===== src/hw/rtl/csemwq_pkg.sv =====
// ----------------------------------------------------------------------------
// csemwq_pkg - shared types and constants for the counting semaphore
// Field widths, operation and status codes and parameter defaults.
// ----------------------------------------------------------------------------
package csemwq_pkg;

    // Default sizes of the wait queue, the holder table and the id width
    localparam int DEF_WAIT_DEPTH   = 16;
    localparam int DEF_HOLDER_DEPTH = 16;
    localparam int DEF_PID_BITS     = 8;

    // Fixed field widths on the stream ports
    localparam int PID_FIELD_W = 8;
    localparam int PID_EXT_W   = 16;
    localparam int COUNT_W     = 8;
    localparam int STATUS_W    = 2;
    localparam int IN_DATA_W   = 8;
    localparam int IN_USER_W   = 1;
    localparam int OUT_DATA_W  = 24;

    localparam logic [COUNT_W-1:0] COUNT_MAX = 8'hFF;

    typedef enum logic
    {
        OP_ACQUIRE = 1'b0,
        OP_RELEASE = 1'b1
    } op_t;

    typedef enum logic [STATUS_W-1:0]
    {
        ST_OK          = 2'd0,
        ST_QUEUE_FULL  = 2'd1,
        ST_HOLDER_FULL = 2'd2,
        ST_NOT_HOLDER  = 2'd3
    } status_t;

endpackage


===== src/hw/rtl/counting_semaphore_wait_queue.sv =====
// ----------------------------------------------------------------------------
// counting_semaphore_wait_queue - counting semaphore with FIFO wait queue
// Acquire/release operations against a permit count, a holder table and
// an ordered wait queue, one result transaction per operation.
// ----------------------------------------------------------------------------
// Each transaction on the slave stream is one operation: tuser[0] selects
// acquire (0) or release (1) and tdata[7:0] carries the requester id. Every
// operation yields exactly one result transaction. An operation passes
// through an input register and is resolved from it into the result
// register, so the block takes one operation per clock while the master
// side takes results; throughput is set only by that side. The holder table is
// searched by a parallel compare across all slots and the wait queue is a
// pointer-based ring whose head entry is kept prefetched in a register.
// The permit count resets to 1; a write on the cfg channel loads the count
// directly and must be issued only while no operation is in flight.
// ----------------------------------------------------------------------------
module counting_semaphore_wait_queue
#(
    parameter int WAIT_DEPTH   = csemwq_pkg::DEF_WAIT_DEPTH,
    parameter int HOLDER_DEPTH = csemwq_pkg::DEF_HOLDER_DEPTH,
    parameter int PID_BITS     = csemwq_pkg::DEF_PID_BITS
)
(
    input  logic                               clk,
    input  logic                               rst_n,

    // Operation stream
    input  logic                               s_axis_tvalid,
    output logic                               s_axis_tready,
    input  logic [csemwq_pkg::IN_DATA_W-1:0]   s_axis_tdata,  // [7:0] pid
    input  logic [csemwq_pkg::IN_USER_W-1:0]   s_axis_tuser,  // [0] operation

    // Result stream
    output logic                               m_axis_tvalid,
    input  logic                               m_axis_tready,
    output logic [csemwq_pkg::OUT_DATA_W-1:0]  m_axis_tdata,  // [0] granted,
                                                               // [1] woken_valid,
                                                               // [9:2] woken_pid,
                                                               // [17:10] count_after,
                                                               // [19:18] status,
                                                               // [23:20] zero

    // Initial count register write
    input  logic                               cfg_valid,
    output logic                               cfg_ready,
    input  logic [csemwq_pkg::COUNT_W-1:0]     cfg_data
);

    import csemwq_pkg::*;

    localparam int IdW  = PID_BITS;
    localparam int PtrW = (WAIT_DEPTH > 1) ? $clog2(WAIT_DEPTH) : 1;
    localparam int OccW = $clog2(WAIT_DEPTH + 1);
    localparam int HD   = HOLDER_DEPTH;

    // ------------------------------------------------------------------
    // State
    // ------------------------------------------------------------------
    logic                   in_valid_reg;
    op_t                    op_reg;
    logic [IdW-1:0]         id_reg;

    logic [COUNT_W-1:0]     count_reg,  count_next;
    logic [PtrW-1:0]        head_reg,   head_next;
    logic [PtrW-1:0]        tail_reg,   tail_next;
    logic [OccW-1:0]        occ_reg,    occ_next;
    logic [HD-1:0]          hv_reg,     hv_next;
    logic [IdW-1:0]         hid_reg [HD];
    logic [IdW-1:0]         head_data_reg;
    logic [IdW-1:0]         wait_mem [WAIT_DEPTH];

    logic                   out_valid_reg;
    logic                   granted_reg,     granted_next;
    logic                   woken_valid_reg, woken_valid_next;
    logic [IdW-1:0]         woken_id_reg,    woken_id_next;
    logic [COUNT_W-1:0]     count_out_reg;
    status_t                status_reg,      status_next;

    // Combinational helpers
    logic                   out_free;
    logic                   process;
    logic [PID_EXT_W-1:0]   pid_ext;
    logic [PID_EXT_W-1:0]   woken_ext;
    logic [HD-1:0]          match_vec;
    logic [HD-1:0]          match_oh;
    logic [HD-1:0]          free_oh;
    logic [HD-1:0]          hv_rel;
    logic [HD-1:0]          free_rel_oh;
    logic [COUNT_W-1:0]     count_inc;
    logic [HD-1:0]          hid_wr_oh;
    logic [IdW-1:0]         hid_wr_data;
    logic                   push;
    logic                   pop;

    // ------------------------------------------------------------------
    // Handshake
    // ------------------------------------------------------------------
    assign out_free      = !out_valid_reg || m_axis_tready;
    assign process       = in_valid_reg && out_free;
    assign s_axis_tready = !in_valid_reg || out_free;
    assign cfg_ready     = 1'b1;

    // Take the low PID_BITS of the incoming id
    assign pid_ext = PID_EXT_W'(s_axis_tdata[PID_FIELD_W-1:0]);

    // ------------------------------------------------------------------
    // Capture the operation
    // ------------------------------------------------------------------
    always_ff @(posedge clk or negedge rst_n)
    begin
        if (!rst_n)
        begin
            in_valid_reg <= 1'b0;
        end
        else if (s_axis_tready)
        begin
            in_valid_reg <= s_axis_tvalid;
        end
    end

    always_ff @(posedge clk)
    begin
        if (s_axis_tvalid && s_axis_tready)
        begin
            op_reg <= op_t'(s_axis_tuser[0]);
            id_reg <= pid_ext[IdW-1:0];
        end
    end

    // ------------------------------------------------------------------
    // Holder table search: lowest matching slot and lowest free slot
    // ------------------------------------------------------------------
    always_comb
    begin
        for (int i = 0; i < HD; i++)
        begin
            match_vec[i] = hv_reg[i] && (hid_reg[i] == id_reg);
        end
    end

    assign match_oh    = match_vec & (~match_vec + HD'(1));
    assign free_oh     = ~hv_reg & (hv_reg + HD'(1));
    assign hv_rel      = hv_reg & ~match_oh;
    assign free_rel_oh = ~hv_rel & (hv_rel + HD'(1));
    assign count_inc   = (count_reg == COUNT_MAX) ? COUNT_MAX : count_reg + COUNT_W'(1);

    // ------------------------------------------------------------------
    // Resolve one operation
    // ------------------------------------------------------------------
    always_comb
    begin
        count_next       = count_reg;
        head_next        = head_reg;
        tail_next        = tail_reg;
        occ_next         = occ_reg;
        hv_next          = hv_reg;
        hid_wr_oh        = '0;
        hid_wr_data      = id_reg;
        push             = 1'b0;
        pop              = 1'b0;
        granted_next     = 1'b0;
        woken_valid_next = 1'b0;
        woken_id_next    = '0;
        status_next      = ST_OK;

        if (process)
        begin
            case (op_reg)
                OP_ACQUIRE:
                begin
                    if (count_reg != '0)
                    begin
                        if (free_oh == '0)
                        begin
                            status_next = ST_HOLDER_FULL;
                        end
                        else
                        begin
                            count_next   = count_reg - COUNT_W'(1);
                            hv_next      = hv_reg | free_oh;
                            hid_wr_oh    = free_oh;
                            granted_next = 1'b1;
                        end
                    end
                    else if (occ_reg == OccW'(WAIT_DEPTH))
                    begin
                        status_next = ST_QUEUE_FULL;
                    end
                    else
                    begin
                        push      = 1'b1;
                        tail_next = (tail_reg == PtrW'(WAIT_DEPTH - 1)) ?
                                    '0 : tail_reg + PtrW'(1);
                        occ_next  = occ_reg + OccW'(1);
                    end
                end
                OP_RELEASE:
                begin
                    count_next  = count_inc;
                    hv_next     = hv_rel;
                    status_next = (match_vec != '0) ? ST_OK : ST_NOT_HOLDER;
                    // Hand the permit to the oldest waiter
                    if (occ_reg != '0)
                    begin
                        if (free_rel_oh == '0)
                        begin
                            status_next = ST_HOLDER_FULL;
                        end
                        else
                        begin
                            pop              = 1'b1;
                            head_next        = (head_reg == PtrW'(WAIT_DEPTH - 1)) ?
                                               '0 : head_reg + PtrW'(1);
                            occ_next         = occ_reg - OccW'(1);
                            count_next       = count_inc - COUNT_W'(1);
                            hv_next          = hv_rel | free_rel_oh;
                            hid_wr_oh        = free_rel_oh;
                            hid_wr_data      = head_data_reg;
                            woken_valid_next = 1'b1;
                            woken_id_next    = head_data_reg;
                        end
                    end
                end
                default:
                begin
                    status_next = ST_OK;
                end
            endcase
        end
    end

    // ------------------------------------------------------------------
    // Control state
    // ------------------------------------------------------------------
    always_ff @(posedge clk or negedge rst_n)
    begin
        if (!rst_n)
        begin
            count_reg <= COUNT_W'(1);
            head_reg  <= '0;
            tail_reg  <= '0;
            occ_reg   <= '0;
            hv_reg    <= '0;
        end
        else
        begin
            head_reg <= head_next;
            tail_reg <= tail_next;
            occ_reg  <= occ_next;
            hv_reg   <= hv_next;
            if (cfg_valid && cfg_ready)
            begin
                count_reg <= cfg_data;
            end
            else
            begin
                count_reg <= count_next;
            end
        end
    end

    // ------------------------------------------------------------------
    // Holder ids: write the chosen slot
    // ------------------------------------------------------------------
    always_ff @(posedge clk)
    begin
        for (int i = 0; i < HD; i++)
        begin
            if (hid_wr_oh[i])
            begin
                hid_reg[i] <= hid_wr_data;
            end
        end
    end

    // ------------------------------------------------------------------
    // Wait queue memory; prefetch the head entry, forward a same-cycle write
    // ------------------------------------------------------------------
    always_ff @(posedge clk)
    begin
        if (push)
        begin
            wait_mem[tail_reg] <= id_reg;
        end
    end

    always_ff @(posedge clk)
    begin
        if (push && (tail_reg == head_next))
        begin
            head_data_reg <= id_reg;
        end
        else
        begin
            head_data_reg <= wait_mem[head_next];
        end
    end

    // ------------------------------------------------------------------
    // Result register
    // ------------------------------------------------------------------
    always_ff @(posedge clk or negedge rst_n)
    begin
        if (!rst_n)
        begin
            out_valid_reg <= 1'b0;
        end
        else if (out_free)
        begin
            out_valid_reg <= in_valid_reg;
        end
    end

    always_ff @(posedge clk)
    begin
        if (process)
        begin
            granted_reg     <= granted_next;
            woken_valid_reg <= woken_valid_next;
            woken_id_reg    <= woken_id_next;
            count_out_reg   <= count_next;
            status_reg      <= status_next;
        end
    end

    assign woken_ext     = PID_EXT_W'(woken_id_reg);
    assign m_axis_tvalid = out_valid_reg;
    assign m_axis_tdata  = {4'b0000,
                            status_reg,
                            count_out_reg,
                            woken_ext[PID_FIELD_W-1:0],
                            woken_valid_reg,
                            granted_reg};

    // ------------------------------------------------------------------
    // Assertions
    // ------------------------------------------------------------------
    a_occ_bound: assert property (@(posedge clk) disable iff (!rst_n)
        occ_reg <= OccW'(WAIT_DEPTH))
        else $error("wait queue occupancy above depth");

    a_ptr_occ: assert property (@(posedge clk) disable iff (!rst_n)
        (head_reg == tail_reg) == ((occ_reg == '0) || (occ_reg == OccW'(WAIT_DEPTH))))
        else $error("queue pointers disagree with occupancy");

    a_grant_wake: assert property (@(posedge clk) disable iff (!rst_n)
        out_valid_reg |-> !(granted_reg && woken_valid_reg))
        else $error("grant and wake in one result");

    a_wake_status: assert property (@(posedge clk) disable iff (!rst_n)
        (out_valid_reg && woken_valid_reg) |->
            (status_reg == ST_OK || status_reg == ST_NOT_HOLDER))
        else $error("wake reported with a full-table or dropped status");

    a_pop_nonempty: assert property (@(posedge clk) disable iff (!rst_n)
        pop |=> (occ_reg == $past(occ_reg) - OccW'(1)))
        else $error("queue pop did not lower occupancy");

endmodule


===== config.mk =====
export PLATFORM = sky130hd
export DESIGN_NAME = counting_semaphore_wait_queue
export DESIGN_NICKNAME = d
export VERILOG_FILES = /design/src/hw/rtl/csemwq_pkg.sv /design/src/hw/rtl/counting_semaphore_wait_queue.sv
export SDC_FILE = /design/constraint.sdc
export NUM_CORES = 1
export LEC_CHECK = 0
export ABC_AREA = 1
export BUFFER_PORTS_ARGS = -buffer_cell sky130_fd_sc_hd__buf_4
export CELL_PAD_IN_SITES_DETAIL_PLACEMENT = 0
export CELL_PAD_IN_SITES_GLOBAL_PLACEMENT = 2
export CORE_ASPECT_RATIO = 1.5
export CORE_MARGIN = 1
export CORE_UTILIZATION = 36
export DETAILED_ROUTE_END_ITERATION = 10
export GPL_TIMING_DRIVEN = 0
export PLACE_DENSITY = 0.76
export SLEW_MARGIN = 20
export SYNTH_ARGS = -nofsm -noshare
export SYNTH_HDL_FRONTEND = slang
export SYNTH_SLANG_ARGS = --single-unit

===== constraint.sdc =====
create_clock -name clk -period 11.25 [get_ports clk]
set_input_delay 0.5625 -clock clk [delete_from_list [all_inputs] [get_ports clk]]
set_output_delay 0.5625 -clock clk [all_outputs]
set_load 0.02 [all_outputs]

* Yosys cells after proc, flatten, opt, wreduce, memory -nomap -nowiden
Memories as Yosys holds them, arrays and structs flattened. A register that Yosys moved wholly into a read port is not among the register bits.
Cells that the tools add are included.
** Word-level totals
- Word-level logic and storage cells :: 240
- Register bits :: 68
- Input port bits :: 22
- Memories :: 2
- RAM bits :: 256
** Memories
- hid_reg :: depth 16, width 8, rd ports 16, clocked after Yosys merged registers in 0, write ports 1, line counting_semaphore_wait_queue.sv:68 : logic [IdW-1:0] hid_reg [HD];
- wait_mem :: depth 16, width 8, rd ports 1, clocked after Yosys merged registers in 1, write ports 1, line counting_semaphore_wait_queue.sv:70 : logic [IdW-1:0] wait_mem [WAIT_DEPTH];
** Cells by class
- Eq/ne operators :: 26
- Mux-type cells :: 126
- Add/sub/neg operators :: 10
- Bitwise gates (word level) :: 14
- Reductions and logical operators :: 48
** Operators with widths (number)
- $mux 8 :: 26
- $mux 16 :: 9
- $eq 8x8->1 :: 16
- $reduce_or 8->1 :: 15
- $mux 4 :: 21
- $and 16x16->16 :: 4
- $not 16->16 :: 4
- $pmux 16 s2 :: 2
- $mux 1 :: 56
- $add 16x1->16 const B :: 3
- $logic_not 16->1 :: 2
- $or 16x16->16 :: 2
- $mux 5 :: 4
- $logic_and 1x1->1 :: 18
- $pmux 8 s2 :: 1
- $reduce_bool 16->1 :: 1
- $sub 8x1->8 const B :: 2
- $mux 2 :: 5
- $ne 2x2->1 const B :: 5
- $pmux 5 s2 :: 1
- $add 4x1->4 const B :: 2
- $add 8x1->8 const B :: 1
- $eq 4x4->1 const B :: 2
- $eq 8x8->1 const B :: 1
- 16 further kinds :: 21

* Longest topological paths before layout
Gate-level depths: netlist of run 1.
An unclocked memory read counts as a cell.
- Depth after elaboration :: 33
- Depth in mapped cells :: 27
- Depth with buffers taken out :: 24

* Least setup slack after synthesis of run 1
OpenSTA, ideal clock, no wires.
- Kind :: register to register
- From :: reg id_reg[4]
- To :: mem hid_reg[0][11] (netlist bit), data pin
- Path buffers :: 3
- Slack :: 7704 ps
- Data arrival time :: 3216 ps
- Period minus slack after synthesis :: 3546 ps
- Stages on the path, launching flop included :: 21
- Cells stage by stage :: edfxtp_1 -> buf_6 -> buf_6 -> nand2_1 -> nand2_1 -> nor3_1 -> nand3_1 -> nand3_2 -> nand2_2 -> nor2_4 -> nand2_2 -> nor2_4 -> nand2_1 -> nor2_4 -> nand2_1 -> nor2_1 -> nand3_2 -> nand3_2 -> nor2_2 -> clkbuf_2 -> o21ai_0
** RTL lines
- from (decl) :: line counting_semaphore_wait_queue.sv:61 : logic [IdW-1:0] id_reg;
- from (signal assigned) :: line counting_semaphore_wait_queue.sv:126 : id_reg <= pid_ext[IdW-1:0];
- $eq 8x8->1 :: line counting_semaphore_wait_queue.sv:137 : match_vec[i] = hv_reg[i] && (hid_reg[i] == id_reg);
- $logic_and 1x1->1 :: line counting_semaphore_wait_queue.sv:137
- $not 16->16 :: line counting_semaphore_wait_queue.sv:141 : assign match_oh = match_vec & (~match_vec + HD'(1));
- $add 16x1->16 :: line counting_semaphore_wait_queue.sv:141
- $and 16x16->16 (*) :: line counting_semaphore_wait_queue.sv:141
- $not 16->16 (*) :: line counting_semaphore_wait_queue.sv:143 : assign hv_rel = hv_reg & ~match_oh;
- $and 16x16->16 (*) :: line counting_semaphore_wait_queue.sv:143
- $add 16x1->16 or $not 16->16 (tied branches) :: line counting_semaphore_wait_queue.sv:144 : assign free_rel_oh = ~hv_rel & (hv_rel + HD'(1));
- $and 16x16->16 (*) :: line counting_semaphore_wait_queue.sv:144
- $logic_not 16->1 (*) :: line counting_semaphore_wait_queue.sv:205 : if (free_rel_oh == '0)
- $mux 8 (*) :: line counting_semaphore_wait_queue.sv:205
- $mux 8 (*) :: line counting_semaphore_wait_queue.sv:203 : if (occ_reg != '0)
- $mux 8 (*) :: line counting_semaphore_wait_queue.sv:168 : case (op_reg)
- $mux 8 (*) :: line counting_semaphore_wait_queue.sv:166 : if (process)
- named net hid_wr_data[3] :: line counting_semaphore_wait_queue.sv:91 : logic [IdW-1:0] hid_wr_data;
- $mux 8 (no source line) (14 in a row)
- $mux 8 (no source line) (*)
- to (decl) :: line counting_semaphore_wait_queue.sv:68
The timed path passes the listed nets; every way through them passes the cells marked *.

* Worst setup path in the final report of run 1
- From :: reg id_reg[1]
- To :: mem hid_reg[0][58] (netlist bit), enable pin
** RTL lines
- $eq 8x8->1 :: line counting_semaphore_wait_queue.sv:137
- $logic_and 1x1->1 :: line counting_semaphore_wait_queue.sv:137
- $not 16->16 :: line counting_semaphore_wait_queue.sv:141
- $add 16x1->16 :: line counting_semaphore_wait_queue.sv:141
- $and 16x16->16 (*) :: line counting_semaphore_wait_queue.sv:141
- $not 16->16 (*) :: line counting_semaphore_wait_queue.sv:143
- $and 16x16->16 (*) :: line counting_semaphore_wait_queue.sv:143
- $add 16x1->16 or $not 16->16 (tied branches) :: line counting_semaphore_wait_queue.sv:144
- [3 not listed]
- $mux 16 (*) :: line counting_semaphore_wait_queue.sv:203
- $pmux 16 s2 (*) :: line counting_semaphore_wait_queue.sv:168
- $mux 16 (*) :: line counting_semaphore_wait_queue.sv:166
- named net hid_wr_oh[7] :: line counting_semaphore_wait_queue.sv:90 : logic [HD-1:0] hid_wr_oh;
- $mux 1 (*) :: line counting_semaphore_wait_queue.sv:269 : if (hid_wr_oh[i])
- $mux 1 (implied by the code) (*) :: line counting_semaphore_wait_queue.sv:271 : hid_reg[i] <= hid_wr_data;
- $reduce_or 8->1 (no source line)
- $mux 4 (no source line) or $mux 1 (tied branches) (9 in a row)
Marks and branches as above.

==> results by group, run 1 <==
GRT
  • Vias in the first global route: 13670
  • Initial antenna violation count: 1
  • Largest net degree at the start of global routing: 40
  • GRT Total Usage: a little under a quarter
  • First-pass GRT wire length: 85350 um
  • GR Overflow Total: 0

Synth
  • Area contributors post-synth: edfxtp_1 49%, nand2_1 11%, dfrtp_1 5.4%
  • Main synth FF type: edfxtp_1
  • Asr flop ratio synth: a little under an eighth
  • Mapped cell area: between 0.015 and 0.02 mm2
  • Avg Cell Area, Syn: just under 9 um2
  • Yosys reg bits: about 330
  • Yosys cell types: 56
  • Post-Synthesis Cells: just under 2000
  • EDFF count, synth: 285
  • Top cell type by total area after synthesis: edfxtp_1
  • Top cell type's share of synthesized area: 49.01%
  • Post-synthesis sequential area ratio: around 55%
  • Synth warn: 0

Timing
  • PnR worst setup slack: about 6 ns
  • Skew final: between 0.02 and 0.025 ns
  • Endpoints failing setup: 0
  • Worst Max-Slew Pin Slew: 1.104 ns
  • Crit path time final: ~5.3 ns
  • Period utilisation layout: between 40% and 50%
  • Max transition margin: a little over a quarter
  • Setup TNS: 0 ns
  • RSZ-0062 raised after global routing: false
  • Final slew viol count: 0
  • Final Hold Viols: 0
  • Fmax achieved: 187.9 MHz
  • Worst Hold Margin: 0.02979 ns

Layout
  • Share of layout cells above drive strength 1: about a tenth
  • Nets: just over 2000
  • Commonest non-fill, non-tap cell in the layout: nand2_1
  • Layout Area Growth over Synthesis: 14.77%
  • Filler cell count: about 4800
  • Design area: approximately 0.020 mm2
  • Commonest cells after routing, fill and taps aside: 494 x nand2_1, 285 x edfxtp_1, 241 x inv_1, 190 x nor2_1, 132 x nand3_1

Floorplanning
  • Die X-Extent: ~180 um
  • Initial Utilization: between 30% and 40%
  • Placeable core region: about 0.048 mm2
  • Standard-cell rows: 98
  • Die height: 271.7 um
  • Total die area: 0.04941 mm2
  • Top-Level Pins: 49

Setup path
  • Crit path DAT: between 5 and 6 ns
  • CP Launch Type: flip-flop
  • Worst setup EP type: flip-flop
  • CP Max Fanout: 17
  • Required @ worst endpoint: 11.40 ns
  • Worst Setup Path Type: flip-flop to flip-flop

Routing
  • DR WL/cell: 21.49 um
  • Pre-Repair DR Iteration Count: 5
  • Final wirelength: approximately 57000 um
  • Final ANT Viol Nets: 0
  • Via density: 5.099
  • Number of remaining DRC errors: 0
  • 1st-iter DRT viols: 833
  • Total number of vias: 13610

Placed design
  • Port bufs: 42
  • Detailed Place HPWL: 41900 um
  • Worst slack at placement: between 5 and 6 ns
  • Gpl congestion: 0.8767
  • Cell Area, Placed: 0.01882 mm2

Clocking
  • CTS tree: yes
  • CTS clk-pin slew, worst paths: 0.07 ns
  • Htree depth: 2
  • Hold_buf cts: 0
  • Root Driver: clkbuf_16
  • CTS Buf Count: 36
  • Post_cts resized: 0
  • Post-CTS setup buffers: 0
  • Worst-Skew Late Latency: about 0.54 ns
  • Clk buf depth: 3
  • Clock Sinks: between 300 and 400

Pwr
  • Peak VDD IR: between 0.1 and 0.15 mV
  • Leak Pwr: 8.439 nW
  • Sequential share of power: roughly two fifths
  • Switching Share: between 30% and 40%
  • Psw: roughly 1.4 mW
  • Pwr dens: just under 200 mW/mm2
  • Part of the power in the clock network: ~31%
  • Final Power: 3.981 mW
  • Combinational group share of total power: between 30% and 40%
  • Cell-internal power: about 2.6 mW

Flow run
  • Max Cap Viol: 0

Hold path
  • Hold Path Class: input pin to async pin

Status
  • Status: completed
[power by group through the flow]
stage / combinational [mW] / clock, mW / sequential, mW
5_1_grt: 1.31 / 1.31 / 1.55
3_3_place_gp: 1.14 / 0 / 1.57
3_5_place_dp: 1.20 / 0 / 1.56
2_1_floorplan: 0.711 / 0 / 1.56
4_1_cts: 1.20 / 1.28 / 1.54
6_report: 1.20 / 1.25 / 1.54
[worst max-delay path, stage by stage, from the launching register on]
cell and delay [ns]:
edfxtp_1 0.87, buf_2 0.38, inv_4 0.15, buf_2 0.29
nand2_1 0.11, nand2_1 0.06, nor2_2 0.11, nand3_1 0.08
nor2_1 0.24, nor2_1 0.08, nand3_1 0.13, nor2_1 0.07
nor2_2 0.19, nand2_1 0.13, nor2_4 0.17, nand3_1 0.15
nand2_1 0.10, inv_1 0.05, nand3_2 0.10, nand3_1 0.20
nor2_1 0.22, nand2_1 0.14, a21oi_1 0.84
[logic make-up (layout without fill, tap and decap cells)]
logic type	after synthesis	count (layout)	share of synthesized area (%)
AOI/OAI and AO/OA	266	266	8.584
DFF	328	328	55.07
buffers and inverters	335	451	8.176
and+or+nand+nor	929	929	23.02
muxes	32	32	1.834
xor gates and xnor gates	45	45	2.300
other	2	6	0.04301
adders and majority gates	13	13	0.9745
[final cells by class]
type | count | area (um2) | area share [%]
flip-flops and latches | 328 | 9615 | 47.98
multi-input cells | 1290 | 6536 | 32.61
inverters | 263 | 1002 | 5.001
clock buffers | 47 | 994.7 | 4.963
well taps | 600 | 750.7 | 3.746
repair buffers | 52 | 490.5 | 2.447
plain buffers | 72 | 426.7 | 2.129
clock inverters | 17 | 222.7 | 1.111
diodes | 1 | 2.502 | 0.01249
[per-stage QoR]
step                utilization (%)  cells
floorplan                         -   1953
global placement              38.77   2595
detailed placement            39.35   2605
CTS                           41.90   2669
global route                  41.90   2669
finish                        41.91   2670
[worst paths after layout]
path	start	slack, ns	cells after the start	end
max	id_reg[1]	5.93	22	hid_reg[0][58]
min	rst_n	0.03	1	count_reg[1]
max reg2reg	id_reg[1]	5.93	22	hid_reg[0][58]
min reg2reg	m_axis_tvalid	0.54	2	m_axis_tvalid
max in group asynchronous	rst_n	10.79	1	hv_reg[6]
min in group clk	s_axis_tdata[5]	0.19	1	id_reg[5]
[per-layer routing]
| layer | part of all wire [%] | up-vias | GRT usage, % |
|---|---|---|---|
| li1 | - | 6676 | - |
| met1 | 38 | 6538 | 25.52 |
| met2 | 54 | 287 | 45.86 |
| met3 | 3.5 | 112 | 2.173 |
| met4 | 4.6 | 0 | 10.24 |
| met5 | 0 | - | 0 |
[cells in the mapped netlist (5+ instances only)]
cell type,number
o21ai_0,98
a21boi_0,5
nand3_1,132
mux2i_1,32
a22oi_1,6
nand4_1,28
o211ai_1,34
nand2_2,9
xor2_1,23
a21oi_1,90
buf_2,10
dfrtp_1,38
a31oi_1,5
buf_6,11
nor4_1,8
clkbuf_1,28
inv_2,11
o21ai_1,10
buf_1,6
inv_1,241
edfxtp_1,285
xnor2_1,21
nor2_4,8
nand3b_1,9
nand2_1,494
nor2_2,10
nand3_2,8
nor3_1,22
clkinv_1,6
buf_4,16
nor2_1,190
ha_1,12
(Power assumes the default switching activity.)
==> run 2: changes to the inputs <==
==> constraint.sdc (replaced) <==
create_clock -name clk -period 5.6 [get_ports clk]
set_input_delay 0.28 -clock clk [delete_from_list [all_inputs] [get_ports clk]]
set_output_delay 0.28 -clock clk [all_outputs]
set_load 0.02 [all_outputs]
==> results by group, run 2 (synthesized netlist as in run 1, its figures left out) <==
Clocking
  • Root Driver: clkbuf_16
  • Worst-Skew Late Latency: 0.54 ns (about the same)
  • CTS clk-pin slew, worst paths: 0.07 ns (about the same)
  • CTS Buf Count: 36 (unchanged)
  • CTS tree: yes
  • Clock Sinks: 328 (unchanged)
  • Clk buf depth: 3 (unchanged)
  • Post-CTS setup buffers: 0 (unchanged)
  • Htree depth: 2 (unchanged)

Floorplanning
  • Die height: 271.7 um (unchanged)
  • Total die area: 0.04941 mm2 (unchanged)
  • Placeable core region: 0.04782 mm2 (unchanged)
  • Top-Level Pins: 49 (unchanged)
  • Die X-Extent: 181.8 um (unchanged)
  • Standard-cell rows: 98 (unchanged)
  • Initial Utilization: 36.51% (unchanged)

GRT
  • Initial antenna violation count: 1 (unchanged)
  • Vias in the first global route: 13770 (+0.68%)
  • GRT Total Usage: 23.61% (+0.064 points)
  • First-pass GRT wire length: 85590 um (+0.28%)
  • Largest net degree at the start of global routing: 40 (unchanged)
  • GR Overflow Total: 0 (unchanged)

Routing
  • Total number of vias: 13680 (+0.48%)
  • Final wirelength: 57530 um (+0.28%)
  • 1st-iter DRT viols: 807 (-3.1%)
  • Final ANT Viol Nets: 0 (unchanged)
  • DR WL/cell: 21.40 um (-0.43%)
  • Number of remaining DRC errors: 0 (unchanged)
  • Via density: 5.087 (-0.23%)
  • Pre-Repair DR Iteration Count: 8 (+3)

Setup path
  • Crit path DAT: 5.38 ns (-0.10 ns)
  • CP Max Fanout: 17 (unchanged)
  • CP Launch Type: flip-flop
  • Worst setup EP type: flip-flop
  • Worst Setup Path Type: flip-flop to flip-flop
  • Required @ worst endpoint: 5.75 ns (-5.65 ns)

Placed design
  • Gpl congestion: 0.8767 (unchanged)
  • Detailed Place HPWL: 41900 um (unchanged)
  • Port bufs: 42 (unchanged)
  • Cell Area, Placed: 0.01882 mm2 (unchanged)
  • Worst slack at placement: 0.1442 ns (-5.650 ns)

Layout
  • Design area: 0.02025 mm2 (+1.0%)
  • Antenna cells: 0 (-1)
  • Nets: 2098 (+0.96%)
  • Commonest cells after routing, fill and taps aside: 494 x nand2_1, 285 x edfxtp_1, 241 x inv_1, 190 x nor2_1, 132 x nand3_1
  • Sequential Area: 0.009615 mm2 (unchanged)
  • Share of layout cells above drive strength 1: 10.53% (+0.043 points)
  • Commonest non-fill, non-tap cell in the layout: nand2_1
  • Layout Area Growth over Synthesis: 15.97%
  • Filler cell count: 4768 (-0.40%)
  • Multi-input gate area: 0.006548 mm2 (+0.17%)

Timing
  • PnR worst setup slack: 0.3660 ns (-5.561 ns)
  • Final slew viol count: 0 (unchanged)
  • Skew final: 0.02215 ns (-0.001627 ns)
  • Fmax achieved: 191.1 MHz (+1.7%)
  • Worst Max-Slew Pin Slew: 1.048 ns (-0.05679 ns)
  • Period utilisation layout: 93.46% (+46 points)
  • Max transition margin: 30.17% (+3.8 points)
  • Crit path time final: 5.234 ns (-0.08913 ns)
  • Worst Hold Margin: 0.1123 ns (+0.08250 ns)
  • Endpoints failing setup: 0 (unchanged)
  • RSZ-0062 raised after global routing: false
  • Final Hold Viols: 0 (unchanged)

Pwr
  • Combinational group share of total power: 30.2% (+0.2 points)
  • Pwr dens: 396.0 mW/mm2 (+99%)
  • Peak VDD IR: 0.2336 mV (+100%)
  • Cell-internal power: 5.159 mW (+100%)
  • Final Power: 8.019 mW (+100%)
  • Leak Pwr: 8.522 nW (+0.99%)
  • Sequential share of power: 38.6% (about the same)
  • Switching Share: 35.66% (+0.050 points)
  • Psw: 2.860 mW (+100%)
  • Part of the power in the clock network: 31.3% (about the same)

Flow run
  • Max Cap Viol: 0 (unchanged)

Status
  • Status: completed

Hold path
  • Hold Path Class: input pin to flip-flop
run 2: per-layer routing:
layer / wire, um / track usage, %
met5: 0 / 0
met3: 1839 / 2.173
met2: 31100 / 45.88
met4: 2612 / 10.53
met1: 21980 / 25.58
run 2: layout make-up:
class | count | area share [%]
Inverter | 263 | 4.949
Clock buffer | 47 | 4.912
Clock inverter | 17 | 1.100
Sequential cell | 328 | 47.48
Multi-Input combinational cell | 1290 | 32.33
Buffer | 72 | 2.107
Tap cell | 600 | 3.707
Timing Repair Buffer | 72 | 3.411
run 2: power groups by stage:
stage / combinational, mW / clock, mW / sequential [mW]
6_report: 2.42 / 2.51 / 3.09
5_1_grt: 2.64 / 2.64 / 3.12
3_5_place_dp: 2.40 / 0 / 3.14
2_1_floorplan: 1.43 / 0 / 3.13
4_1_cts: 2.43 / 2.56 / 3.09
3_3_place_gp: 2.29 / 0 / 3.16
run 2: timing repair:
action                                  4_1_cts  5_1_grt
endpoints found under the setup margin        0       24
hold endpoints to repair                     57        0
resized for setup                             0        3
hold buffers                                 20        0
run 2: metrics by stage:
step	setup TNS [ns]	std cells	util, %
after floorplan	0	1953	-
after global placement	-198.09	2595	38.77
after detailed placement	0	2605	39.35
after CTS	0	2689	42.32
after global routing	0	2689	42.35
final	0	2689	42.35
run 2: final timing paths:
kind	start	endpoint	slack, ns	cells past startpoint
setup reg to reg	id_reg[1]	hid_reg[1][26]	0.37	23
max in group asynchronous	rst_n	hv_reg[11]	4.86	2
hold reg to reg	m_axis_tvalid	m_axis_tvalid	0.54	2
setup / recovery	id_reg[1]	hid_reg[1][26]	0.37	23
min in group asynchronous	rst_n	count_reg[1]	0.31	2
hold / removal	cfg_valid	count_reg[0]	0.11	3
run 2: worst max-delay path: stages (launching register included):
cell,delay [ns]
edfxtp_1,0.85
buf_2,0.39
inv_4,0.16
buf_2,0.30
nand2_1,0.11
nand2_1,0.06
nor2_2,0.11
nand3_1,0.08
nor2_1,0.24
nor2_1,0.08
nand3_1,0.13
nor2_1,0.07
nor2_2,0.19
nand2_1,0.13
nor2_4,0.17
nand3_1,0.15
nand2_1,0.10
inv_1,0.05
nand3_2,0.10
nand3_2,0.10
buf_6,0.18
nor2_4,0.15
nand3_1,0.09
a21oi_1,0.81
